## config.mk

```make
export PLATFORM = sky130hd
export DESIGN_NAME = crc16_configurable_engine
export DESIGN_NICKNAME = d
export VERILOG_FILES = /design/src/crc16ce_pkg.sv /design/src/crc16ce_fold.sv /design/src/crc16_configurable_engine.sv
export SDC_FILE = /design/constraint.sdc
export NUM_CORES = 1
export LEC_CHECK = 0
export ABC_AREA = 1
export BUFFER_PORTS_ARGS = -buffer_cell sky130_fd_sc_hd__buf_2
export CORE_MARGIN = 2
export CORE_UTILIZATION = 40
export CTS_CLUSTER_SIZE = 40
export DETAILED_ROUTE_END_ITERATION = 16
export MAX_ROUTING_LAYER = met4
export SLEW_MARGIN = 20
export SYNTH_ARGS = -nofsm -noshare
export SYNTH_HDL_FRONTEND = slang
export SYNTH_SLANG_ARGS = --single-unit
```

## constraint.sdc

```tcl
create_clock -name i_clk -period 4.65 [get_ports i_clk]
set_input_delay 0.93 -clock i_clk [delete_from_list [all_inputs] [get_ports i_clk]]
set_output_delay 0.93 -clock i_clk [all_outputs]
set_load 0.02 [all_outputs]
```

## src/crc16ce_pkg.sv

```systemverilog
// Shared types, constants and helper functions for the configurable CRC-16 engine.
`timescale 1ns / 1ps

package crc16ce_pkg;

    localparam int CRC_W  = 16;
    localparam int BYTE_W = 8;
    localparam int APB_DW = 32;
    localparam int APB_AW = 4;

    typedef logic [CRC_W-1:0]  t_crc;
    typedef logic [BYTE_W-1:0] t_byte;

    // Register index, taken from paddr[3:2]
    typedef enum logic [1:0] {
        REG_POLYNOMIAL      = 2'd0,
        REG_INITIAL_VALUE   = 2'd1,
        REG_SHIFT_RIGHT     = 2'd2,
        REG_INVERT_AND_SWAP = 2'd3
    } t_reg_idx;

    // Reset values of the configuration registers
    localparam t_crc RST_POLYNOMIAL      = 16'h8005;
    localparam t_crc RST_INITIAL_VALUE   = 16'hFFFF;
    localparam logic RST_SHIFT_RIGHT     = 1'b1;
    localparam logic RST_INVERT_AND_SWAP = 1'b0;

    // Settings that steer the byte fold
    typedef struct packed {
        t_crc polynomial;
        logic shift_right;
    } t_fold_cfg;

    // Bit reversal of a 16-bit word
    function automatic t_crc mirror16(input t_crc v);
        t_crc r;
        r = '0;
        for (int k = 0; k < CRC_W; k++) begin
            r[CRC_W-1-k] = v[k];
        end
        return r;
    endfunction

endpackage

```

## src/crc16ce_fold.sv

```systemverilog
// Folds one message byte into a 16-bit CRC: eight unrolled XOR-shift steps.
`timescale 1ns / 1ps

module crc16ce_fold (
    input  crc16ce_pkg::t_fold_cfg i_cfg,
    input  crc16ce_pkg::t_crc      i_crc,
    input  crc16ce_pkg::t_byte     i_byte,
    output crc16ce_pkg::t_crc      o_crc
);
    import crc16ce_pkg::*;

    t_crc poly_rev;
    t_crc crc_lsb;
    t_crc crc_msb;

    assign poly_rev = mirror16(i_cfg.polynomial);

    // Reflected form: byte into low bits, shift right
    always_comb begin
        crc_lsb = i_crc ^ {{(CRC_W-BYTE_W){1'b0}}, i_byte};
        for (int k = 0; k < BYTE_W; k++) begin
            crc_lsb = crc_lsb[0] ? ((crc_lsb >> 1) ^ poly_rev) : (crc_lsb >> 1);
        end
    end

    // Normal form: byte into high bits, shift left
    always_comb begin
        crc_msb = i_crc ^ {i_byte, {(CRC_W-BYTE_W){1'b0}}};
        for (int k = 0; k < BYTE_W; k++) begin
            crc_msb = crc_msb[CRC_W-1] ? ((crc_msb << 1) ^ i_cfg.polynomial)
                                       : (crc_msb << 1);
        end
    end

    assign o_crc = i_cfg.shift_right ? crc_lsb : crc_msb;

endmodule

```

## src/crc16_configurable_engine.sv

```systemverilog
// Top level of the configurable CRC-16 engine: APB registers, stream ports, CRC state.
`timescale 1ns / 1ps

// Configurable CRC-16 over a byte stream. One byte is taken per transfer on the
// slave stream, a byte per clock unless the output stalls; tlast marks the final byte
// of a message. The eight-step XOR-shift network that feeds the running CRC register
// sets that figure: each byte is folded in the cycle it is accepted. The CRC of a
// message appears on the master stream the cycle after its last byte is accepted,
// held in an output register, and the running CRC reloads the initial value so the
// next message can start at once. Registers (APB, byte address 4*i): 0 polynomial in
// normal form without x^16, 1 initial value (writing it also restarts the running
// CRC), 2 shift_right (1 = reflected, LSB first with mirrored polynomial), 3
// invert_and_swap (1 = complement and byte-swap the result, DNP3 form). Change
// configuration only while no message is in flight.

module crc16_configurable_engine (
    input  logic                            i_clk,
    input  logic                            i_rst_n,
    // APB configuration port
    input  logic                            psel,
    input  logic                            penable,
    input  logic                            pwrite,
    input  logic [crc16ce_pkg::APB_AW-1:0]  paddr,
    input  logic [crc16ce_pkg::APB_DW-1:0]  pwdata,
    output logic [crc16ce_pkg::APB_DW-1:0]  prdata,
    output logic                            pready,
    // Byte stream in
    input  logic                            s_axis_tvalid,
    output logic                            s_axis_tready,
    input  logic [7:0]                      s_axis_tdata,  // [7:0] data_byte
    input  logic                            s_axis_tlast,  // last_byte
    // CRC stream out
    output logic                            m_axis_tvalid,
    input  logic                            m_axis_tready,
    output logic [15:0]                     m_axis_tdata   // [15:0] crc_result
);
    import crc16ce_pkg::*;

    t_crc      r_polynomial;
    t_crc      r_initial_value;
    logic      r_shift_right;
    logic      r_invert_and_swap;
    t_crc      r_crc;
    t_crc      r_out;
    logic      r_out_valid;

    t_crc      n_crc;
    t_crc      n_out;
    t_crc      fold_crc;
    t_crc      crc_inv;
    t_fold_cfg fold_cfg;
    t_reg_idx  reg_idx;
    logic      cfg_wr;
    logic      in_xfer;

    assign pready  = 1'b1;
    assign reg_idx = t_reg_idx'(paddr[3:2]);
    assign cfg_wr  = psel & penable & pwrite;

    // Register read mux
    always_comb begin
        case (reg_idx)
            REG_POLYNOMIAL:      prdata = {{(APB_DW-CRC_W){1'b0}}, r_polynomial};
            REG_INITIAL_VALUE:   prdata = {{(APB_DW-CRC_W){1'b0}}, r_initial_value};
            REG_SHIFT_RIGHT:     prdata = {{(APB_DW-1){1'b0}}, r_shift_right};
            REG_INVERT_AND_SWAP: prdata = {{(APB_DW-1){1'b0}}, r_invert_and_swap};
            default:             prdata = '0;
        endcase
    end

    // Configuration registers
    always_ff @(posedge i_clk) begin
        if (!i_rst_n) begin
            r_polynomial      <= RST_POLYNOMIAL;
            r_initial_value   <= RST_INITIAL_VALUE;
            r_shift_right     <= RST_SHIFT_RIGHT;
            r_invert_and_swap <= RST_INVERT_AND_SWAP;
        end else if (cfg_wr) begin
            case (reg_idx)
                REG_POLYNOMIAL:      r_polynomial      <= pwdata[CRC_W-1:0];
                REG_INITIAL_VALUE:   r_initial_value   <= pwdata[CRC_W-1:0];
                REG_SHIFT_RIGHT:     r_shift_right     <= pwdata[0];
                REG_INVERT_AND_SWAP: r_invert_and_swap <= pwdata[0];
                default: ;
            endcase
        end
    end

    // Byte fold
    assign fold_cfg = '{polynomial: r_polynomial, shift_right: r_shift_right};

    crc16ce_fold u_fold (
        .i_cfg  (fold_cfg),
        .i_crc  (r_crc),
        .i_byte (s_axis_tdata),
        .o_crc  (fold_crc)
    );

    // Input accepted whenever the output register is empty or draining
    assign s_axis_tready = ~r_out_valid | m_axis_tready;
    assign in_xfer       = s_axis_tvalid & s_axis_tready;

    // Final CRC form
    assign crc_inv = ~fold_crc;
    assign n_out   = r_invert_and_swap ? {crc_inv[BYTE_W-1:0], crc_inv[CRC_W-1:BYTE_W]}
                                       : fold_crc;

    // Next running CRC
    always_comb begin
        n_crc = r_crc;
        if (cfg_wr && reg_idx == REG_INITIAL_VALUE) begin
            n_crc = pwdata[CRC_W-1:0];
        end else if (in_xfer) begin
            n_crc = s_axis_tlast ? r_initial_value : fold_crc;
        end
    end

    // Running CRC and output register
    always_ff @(posedge i_clk) begin
        if (!i_rst_n) begin
            r_crc       <= RST_INITIAL_VALUE;
            r_out_valid <= 1'b0;
        end else begin
            r_crc <= n_crc;
            if (in_xfer && s_axis_tlast) begin
                r_out_valid <= 1'b1;
            end else if (m_axis_tready) begin
                r_out_valid <= 1'b0;
            end
        end
    end

    always_ff @(posedge i_clk) begin
        if (in_xfer && s_axis_tlast) begin
            r_out <= n_out;
        end
    end

    assign m_axis_tvalid = r_out_valid;
    assign m_axis_tdata  = r_out;

endmodule
```

## After elaboration in Yosys (flattened, before gate mapping)

Index checks and enable logic that the tools add are counted.

| word-level totals | value |
|---|---|
| flip-flop bits (word level) | 67 |
| input bits | 52 |
| output and inout bits | 51 |
| word-level logic and storage cells | 67 |

| operators by class | value |
|---|---|
| eq/ne operators | 3 |
| multiplexer cells | 24 |
| bitwise gates (word level) | 24 |
| reductions and logical operators | 9 |

Operators by type and width:

| kind | number |
|---|---|
| 16-bit 2-to-1 mux | 21 |
| 16-bit XOR | 9 |
| 32-bit one-hot mux with 4 select lines | 1 |
| 15-bit by 16-bit XOR with 16-bit output | 8 |
| 16-bit inverter | 1 |
| 16-bit by 8-bit XOR with 16-bit output | 1 |
| 2-bit AND reduction | 4 |
| 2-bit equality test (second input constant) | 2 |
| 2-bit nonzero test | 2 |
| 1-bit AND | 3 |
| 2-bit by 1-bit equality test with 1-bit output (second input constant) | 1 |
| 1-bit logical AND | 2 |
| 2-bit zero test | 1 |
| 1-bit 2-to-1 mux | 2 |
| 1-bit inverter | 1 |
| 1-bit bitwise OR | 1 |

## Logic depth before layout (Yosys ltp)

| depth | value |
|---|---|
| depth in word-level cells | 21 |
| depth in mapped cells | 32 |

## Cells and area by module

From an unflattened synthesis, not the netlist that was laid out.

| unflattened totals | value |
|---|---|
| cells, all modules | 1589 |
| area total of the unflattened synthesis | 9076.2 um2 |

By module, submodules not included:

| module | times used | cells an instance | area each (um2) |
|---|---|---|---|
| crc16ce_fold | 1 | 1160 | 5866.9 |
| crc16_configurable_engine | 1 | 429 | 3209.3 |

## Worst setup path before layout

OpenSTA, ideal clock, no wires.

| timing path | value |
|---|---|
| path type | in2reg |
| from | in s_axis_tdata[6] |
| to | reg r_out[10], in the netlist m_axis_tdata[10], data pin |
| arrival time | 3309 ps |
| required time | 4384 ps |
| path slack | 1075 ps |
| stages | 25 |
| path buffers | 1 |
| cell sequence | inv_1 > nand2_1 > nand2_1 > inv_1 > nand2_2 > nand3_2 > nor2_2 > nor2_8 > nand2_1 > nand2_1 > nand2_4 > inv_2 > nand2_2 > nand3_1 > nand2_2 > nand3_1 > xnor2_2 > nor2_1 > nor2_4 > buf_6 > nand3_1 > nand3_1 > nand2_1 > nand2_1 > o21ai_1 |

| between the ends | value |
|---|---|
| word-level cells in the longest chain between the ends | 19 |

Ends and longest elaborated chain:

| what | line | source |
|---|---|---|
| from (decl) | crc16_configurable_engine.sv:30 | `input logic [7:0] s_axis_tdata,` |
| 16-bit by 8-bit XOR with 16-bit output | crc16ce_fold.sv:20 | `crc_lsb = i_crc ^ {{(CRC_W-BYTE_W){1'b0}}, i_byte};` |
| 15-bit by 16-bit XOR with 16-bit output | crc16ce_fold.sv:22 | `crc_lsb = crc_lsb[0] ? ((crc_lsb >> 1) ^ poly_rev) : (crc_lsb >> 1);` |
| 16-bit 2-to-1 mux | crc16ce_fold.sv:22 |  |
| 15-bit by 16-bit XOR with 16-bit output | crc16ce_fold.sv:22 |  |
| 16-bit 2-to-1 mux | crc16ce_fold.sv:22 |  |
| 15-bit by 16-bit XOR with 16-bit output | crc16ce_fold.sv:22 |  |
| 16-bit 2-to-1 mux | crc16ce_fold.sv:22 |  |
| 15-bit by 16-bit XOR with 16-bit output | crc16ce_fold.sv:22 |  |
| [... 3 more ...] | -- |  |
| 15-bit by 16-bit XOR with 16-bit output | crc16ce_fold.sv:22 |  |
| 16-bit 2-to-1 mux (2 in a row) | crc16ce_fold.sv:22 |  |
| 15-bit by 16-bit XOR with 16-bit output | crc16ce_fold.sv:22 |  |
| 16-bit 2-to-1 mux | crc16ce_fold.sv:22 |  |
| 16-bit 2-to-1 mux * | crc16ce_fold.sv:35 | `assign o_crc = i_cfg.shift_right ? crc_lsb : crc_msb;` |
| 16-bit inverter | crc16_configurable_engine.sv:104 | `assign crc_inv = ~fold_crc;` |
| 16-bit 2-to-1 mux * | crc16_configurable_engine.sv:105 | `assign n_out = r_invert_and_swap ? {crc_inv[BYTE_W-1:0], crc_inv[CRC_W-1:BYTE_W]}` |
| net n_out[10] | crc16_configurable_engine.sv:48 | `t_crc n_out;` |
| to (signal assigned) | crc16_configurable_engine.sv:135 | `r_out <= n_out;` |
| to (decl) | crc16_configurable_engine.sv:44 | `t_crc r_out;` |

The timed path passes the listed nets; every way through them passes the cells marked *.
A chain may end at the register's enable or synchronous reset.

## Worst setup path in the final report

| timing path | value |
|---|---|
| from | in s_axis_tdata[0] |
| to | reg r_out[11], in the netlist m_axis_tdata[11], data pin |

| between the ends | value |
|---|---|
| word-level cells in the longest chain between the ends | 19 |

Ends and longest elaborated chain:

| what | line |
|---|---|
| 16-bit XOR or 16-bit by 8-bit XOR with 16-bit output (tied branches) | crc16ce_fold.sv:28, crc16ce_fold.sv:20 |
| 16-bit XOR or 16-bit 2-to-1 mux (tied branches) | crc16ce_fold.sv:30, crc16ce_fold.sv:22 |
| 16-bit 2-to-1 mux or 15-bit by 16-bit XOR with 16-bit output (tied branches) | crc16ce_fold.sv:30, crc16ce_fold.sv:22 |
| 16-bit XOR or 16-bit 2-to-1 mux (tied branches) | crc16ce_fold.sv:30, crc16ce_fold.sv:22 |
| 16-bit 2-to-1 mux or 15-bit by 16-bit XOR with 16-bit output (tied branches) | crc16ce_fold.sv:30, crc16ce_fold.sv:22 |
| 16-bit XOR or 16-bit 2-to-1 mux (tied branches) | crc16ce_fold.sv:30, crc16ce_fold.sv:22 |
| 16-bit 2-to-1 mux or 15-bit by 16-bit XOR with 16-bit output (tied branches) | crc16ce_fold.sv:30, crc16ce_fold.sv:22 |
| 16-bit XOR or 16-bit 2-to-1 mux (tied branches) | crc16ce_fold.sv:30, crc16ce_fold.sv:22 |
| [... 4 more ...] | -- |
| 16-bit 2-to-1 mux or 15-bit by 16-bit XOR with 16-bit output (tied branches) | crc16ce_fold.sv:30, crc16ce_fold.sv:22 |
| 16-bit XOR or 16-bit 2-to-1 mux (tied branches) | crc16ce_fold.sv:30, crc16ce_fold.sv:22 |
| 16-bit 2-to-1 mux or 15-bit by 16-bit XOR with 16-bit output (tied branches) | crc16ce_fold.sv:30, crc16ce_fold.sv:22 |
| 16-bit 2-to-1 mux (on tied branches) | crc16ce_fold.sv:30, crc16ce_fold.sv:22 |
| 16-bit 2-to-1 mux * | crc16ce_fold.sv:35 |
| 16-bit inverter | crc16_configurable_engine.sv:104 |
| 16-bit 2-to-1 mux * | crc16_configurable_engine.sv:105 |
| net n_out[11] | crc16_configurable_engine.sv:48 |

Marked as above.

==> results.sh <==
export IMPL_die_y_um=152.5
export IMPL_avgViaCountPerCell=5.359
export IMPL_cts_buffers_inserted=9
export IMPL_combPwrFrac=0.637
export IMPL_top_usage_layer="met2"
export IMPL_totalWireLength_um=32200
export IMPL_final_common_cell="nand2_1"
export IMPL_timing_rr_start="r_polynomial[15]$_SDFFE_PN1P_"
export IMPL_synth_ff_type="dfxtp_1"
export IMPL_fin_crit_ps=4218
export IMPL_placed_area_sq_mm=0.009363
export IMPL_seq_power_share=0.187
export IMPL_synthArstFlopShare=0
export IMPL_setup_violations=0
export IMPL_p_total_w=0.003847
export IMPL_arrival_ps=4280
export IMPL_rsz0062_at_grt="false"
export IMPL_skew_ps=6.808
export IMPL_multiInputGateArea_sq_mm=0.006165
export IMPL_drtIter0Drc=926
export IMPL_irDropWorstVdd_uv=176.2
export IMPL_p_int_w=0.001877
export IMPL_crit_fanout=29
export IMPL_hold_depth=2
export IMPL_powerDensity_mw_per_mm2=397.9
export IMPL_clk_insertion_delay_late_ps=350
export IMPL_final_cell_mix="nand2_1 (531), nand3_1 (292), inv_1 (161), nor2_1 (73), buf_2 (67)"
export IMPL_postCtsResizedCells=0
export IMPL_fin_area_sq_mm=0.009669
export IMPL_cpMostUsedCell="nand2_1"
export IMPL_h_tree_depth=3
export IMPL_ant_nets=0
export IMPL_setup_tns_ps=0
export IMPL_rows=54
export IMPL_min_path_type="reg2reg"
export IMPL_grt_pass1_wl_um=49980
export IMPL_post_cts_buffers=0
export IMPL_drive_gt1_frac=0.1184
export IMPL_maxCapViolCount=0
export IMPL_crit_buf_inv=4
export IMPL_hold_viol=0
export IMPL_seqCellArea_sq_mm=0.001501
export IMPL_r2r_slack_ps=540
export IMPL_gr_total_overflow=0
export IMPL_vias=10149
export IMPL_p_leak_nw=5.042
export IMPL_post_drt_wl_per_cell_um=17.00
export IMPL_synth_seq_cells=67
export IMPL_antenna_found_initial=1
export IMPL_r2r_end="m_axis_tdata[7]$_DFFE_PP_"
export IMPL_min_to="r_initial_value[7]$_SDFFE_PN1P_"
export IMPL_syn_cell_area_sq_mm=0.008820
export IMPL_startpoint_type="primary input"
export IMPL_drv_slew=0
export IMPL_die_area_sq_mm=0.02325
export IMPL_power_switching_w=0.001970
export IMPL_die_w_um=152.5
export IMPL_dp_cells=1877
export IMPL_reg2reg_depth=21
export IMPL_max_slew_margin_rel=0.4606
export IMPL_cts_path_max_buffers=2
export IMPL_io_buffers=67
export IMPL_place_gp_congestion=0.9877
export IMPL_area_growth_pct=9.633
export IMPL_crit_start="s_axis_tdata[0]"
export IMPL_postSynthCellCount=1582
export IMPL_final_cells=1894
export IMPL_hpwl_um=23810
export IMPL_critPathMaxStageDelay_ps=230
export IMPL_grt_use_met1=0.3696
export IMPL_grt_total_usage=0.2825
export IMPL_period_share=0.9070
export IMPL_hold_start="r_initial_value[7]$_SDFFE_PN1P_"
export IMPL_grtUsageMet3=0.03896
export IMPL_clkSinkCount=67
export IMPL_fin_nets=1660
export IMPL_required_ps=4710
export IMPL_critPathSlowestCell="nand2_4"
export IMPL_yosysSeqAreaShare=0.1702
export IMPL_end_kind="flop"
export IMPL_worstMarginPinSlew_ps=807.9
export IMPL_swShare=0.5120
export IMPL_fill_cells=2384
export IMPL_clk_pin_slew_ps=50
export IMPL_critPathTopFamily="simple AND/OR/NAND/NOR gates"
export IMPL_status="complete, no violations"
export IMPL_drtPass1Iterations=7
export IMPL_grt_max_degree=39
export IMPL_grt_pass1_vias=8948
export IMPL_syn_area_per_cell_sq_um=5.575
export IMPL_use_met2=0.4275
export IMPL_fmax_mhz=237.1
export IMPL_cts_tree="yes"
export IMPL_io_pins=103
export IMPL_cts_root_buf="clkbuf_16"
export IMPL_initial_utilization=0.4054
export IMPL_hold_buffers=0
export IMPL_synth_edff_count=16
export IMPL_coreArea_sq_mm=0.02176
export IMPL_p_clk_frac=0.176
export IMPL_synth_cell_type_count=41
export IMPL_final_util=0.4444
export IMPL_critical_path_class="in2reg"
export IMPL_ys_warn_count=0
export IMPL_drc=0
area by class of cell:
class,instances,area share
Clock inverter,5,0.003623
Timing Repair Buffer,112,0.07221
Multi-Input combinational cell,1244,0.6376
Clock buffer,11,0.02730
Sequential cell,67,0.1553
Tap cell,280,0.03623
Antenna cell,1,0.0002588
Inverter,174,0.06755
per-stage QoR:
step                      setup WS, ps  hold WS [ps]
after detailed placement         109.0         480.2
after global routing             86.78         516.2
final                            432.5         488.1
after CTS                        469.7         487.6
after floorplan                   1075         457.5
after global placement           143.7         476.1
cells by family after synthesis:
logic type / after synthesis / share of synthesized area
AND/OR/NAND/NOR: 961 / 0.4830
buffers and inverters: 286 / 0.1383
AO/OA/AOI/OAI: 163 / 0.1014
XOR/XNOR: 103 / 0.1061
flip-flops: 67 / 0.1702
other: 2 / 0.0008515
worst min-delay path, cell delays in order, from the launching register on:
cell,delay (ps)
dfxtp_1,290
inv_1,70
o21bai_1,70
state kept, by name (all words and copies together) (netlist names):
register           flops
m_axis_tdata          16
r_initial_value       16
r_invert_and_swap      1
r_shift_right          1
r_polynomial          16
m_axis_tvalid          1
r_crc                 16
metal layers:
| layer | vias up | part of all wire |
|---|---|---|
| met1 | 4606 | 0.43 |
| met5 | - | 0 |
| met4 | 0 | 0.057 |
| met2 | 405 | 0.44 |
| li1 | 5059 | - |
| met3 | 79 | 0.075 |
power groups by stage:
stage / logic, W / registers (W) / clock network, W
after global routing: 0.00276 / 0.000722 / 0.000704
after detailed placement: 0.00242 / 0.000730 / 0
final: 0.00245 / 0.000719 / 0.000678
after CTS: 0.00243 / 0.000717 / 0.000682
after global placement: 0.00238 / 0.000730 / 0
after floorplan: 0.00186 / 0.000734 / 0
worst max-delay path by stage:
stage | end | slack, ps | cells past startpoint
after detailed placement | m_axis_tdata[7]$_DFFE_PP_ | 110 | 26
after CTS | m_axis_tdata[11]$_DFFE_PP_ | 470 | 28
after floorplan | m_axis_tdata[10]$_DFFE_PP_ | 1080 | 25
after global routing | m_axis_tdata[1]$_DFFE_PP_ | 90 | 30
after global placement | m_axis_tdata[7]$_DFFE_PP_ | 140 | 26
final | m_axis_tdata[11]$_DFFE_PP_ | 430 | 28
synth_stat cells, drive strengths merged (3+ instances only):
master  instances  area share
clkbuf         48       0.020
or2             3      0.0021
dfxtp          51        0.12
o211ai          6      0.0051
buf            64       0.044
o22ai          15       0.011
nand4          12      0.0085
xnor2          57       0.057
o21bai         14       0.012
a21oi          46       0.026
xor2           46       0.049
o21ai          78       0.044
nor2           83       0.040
nand3         304        0.18
inv           171       0.073
edfxtp         16       0.054
nand2         556        0.25
clkinv          3      0.0013
Note: power is estimated with default switching activity, not from simulation.
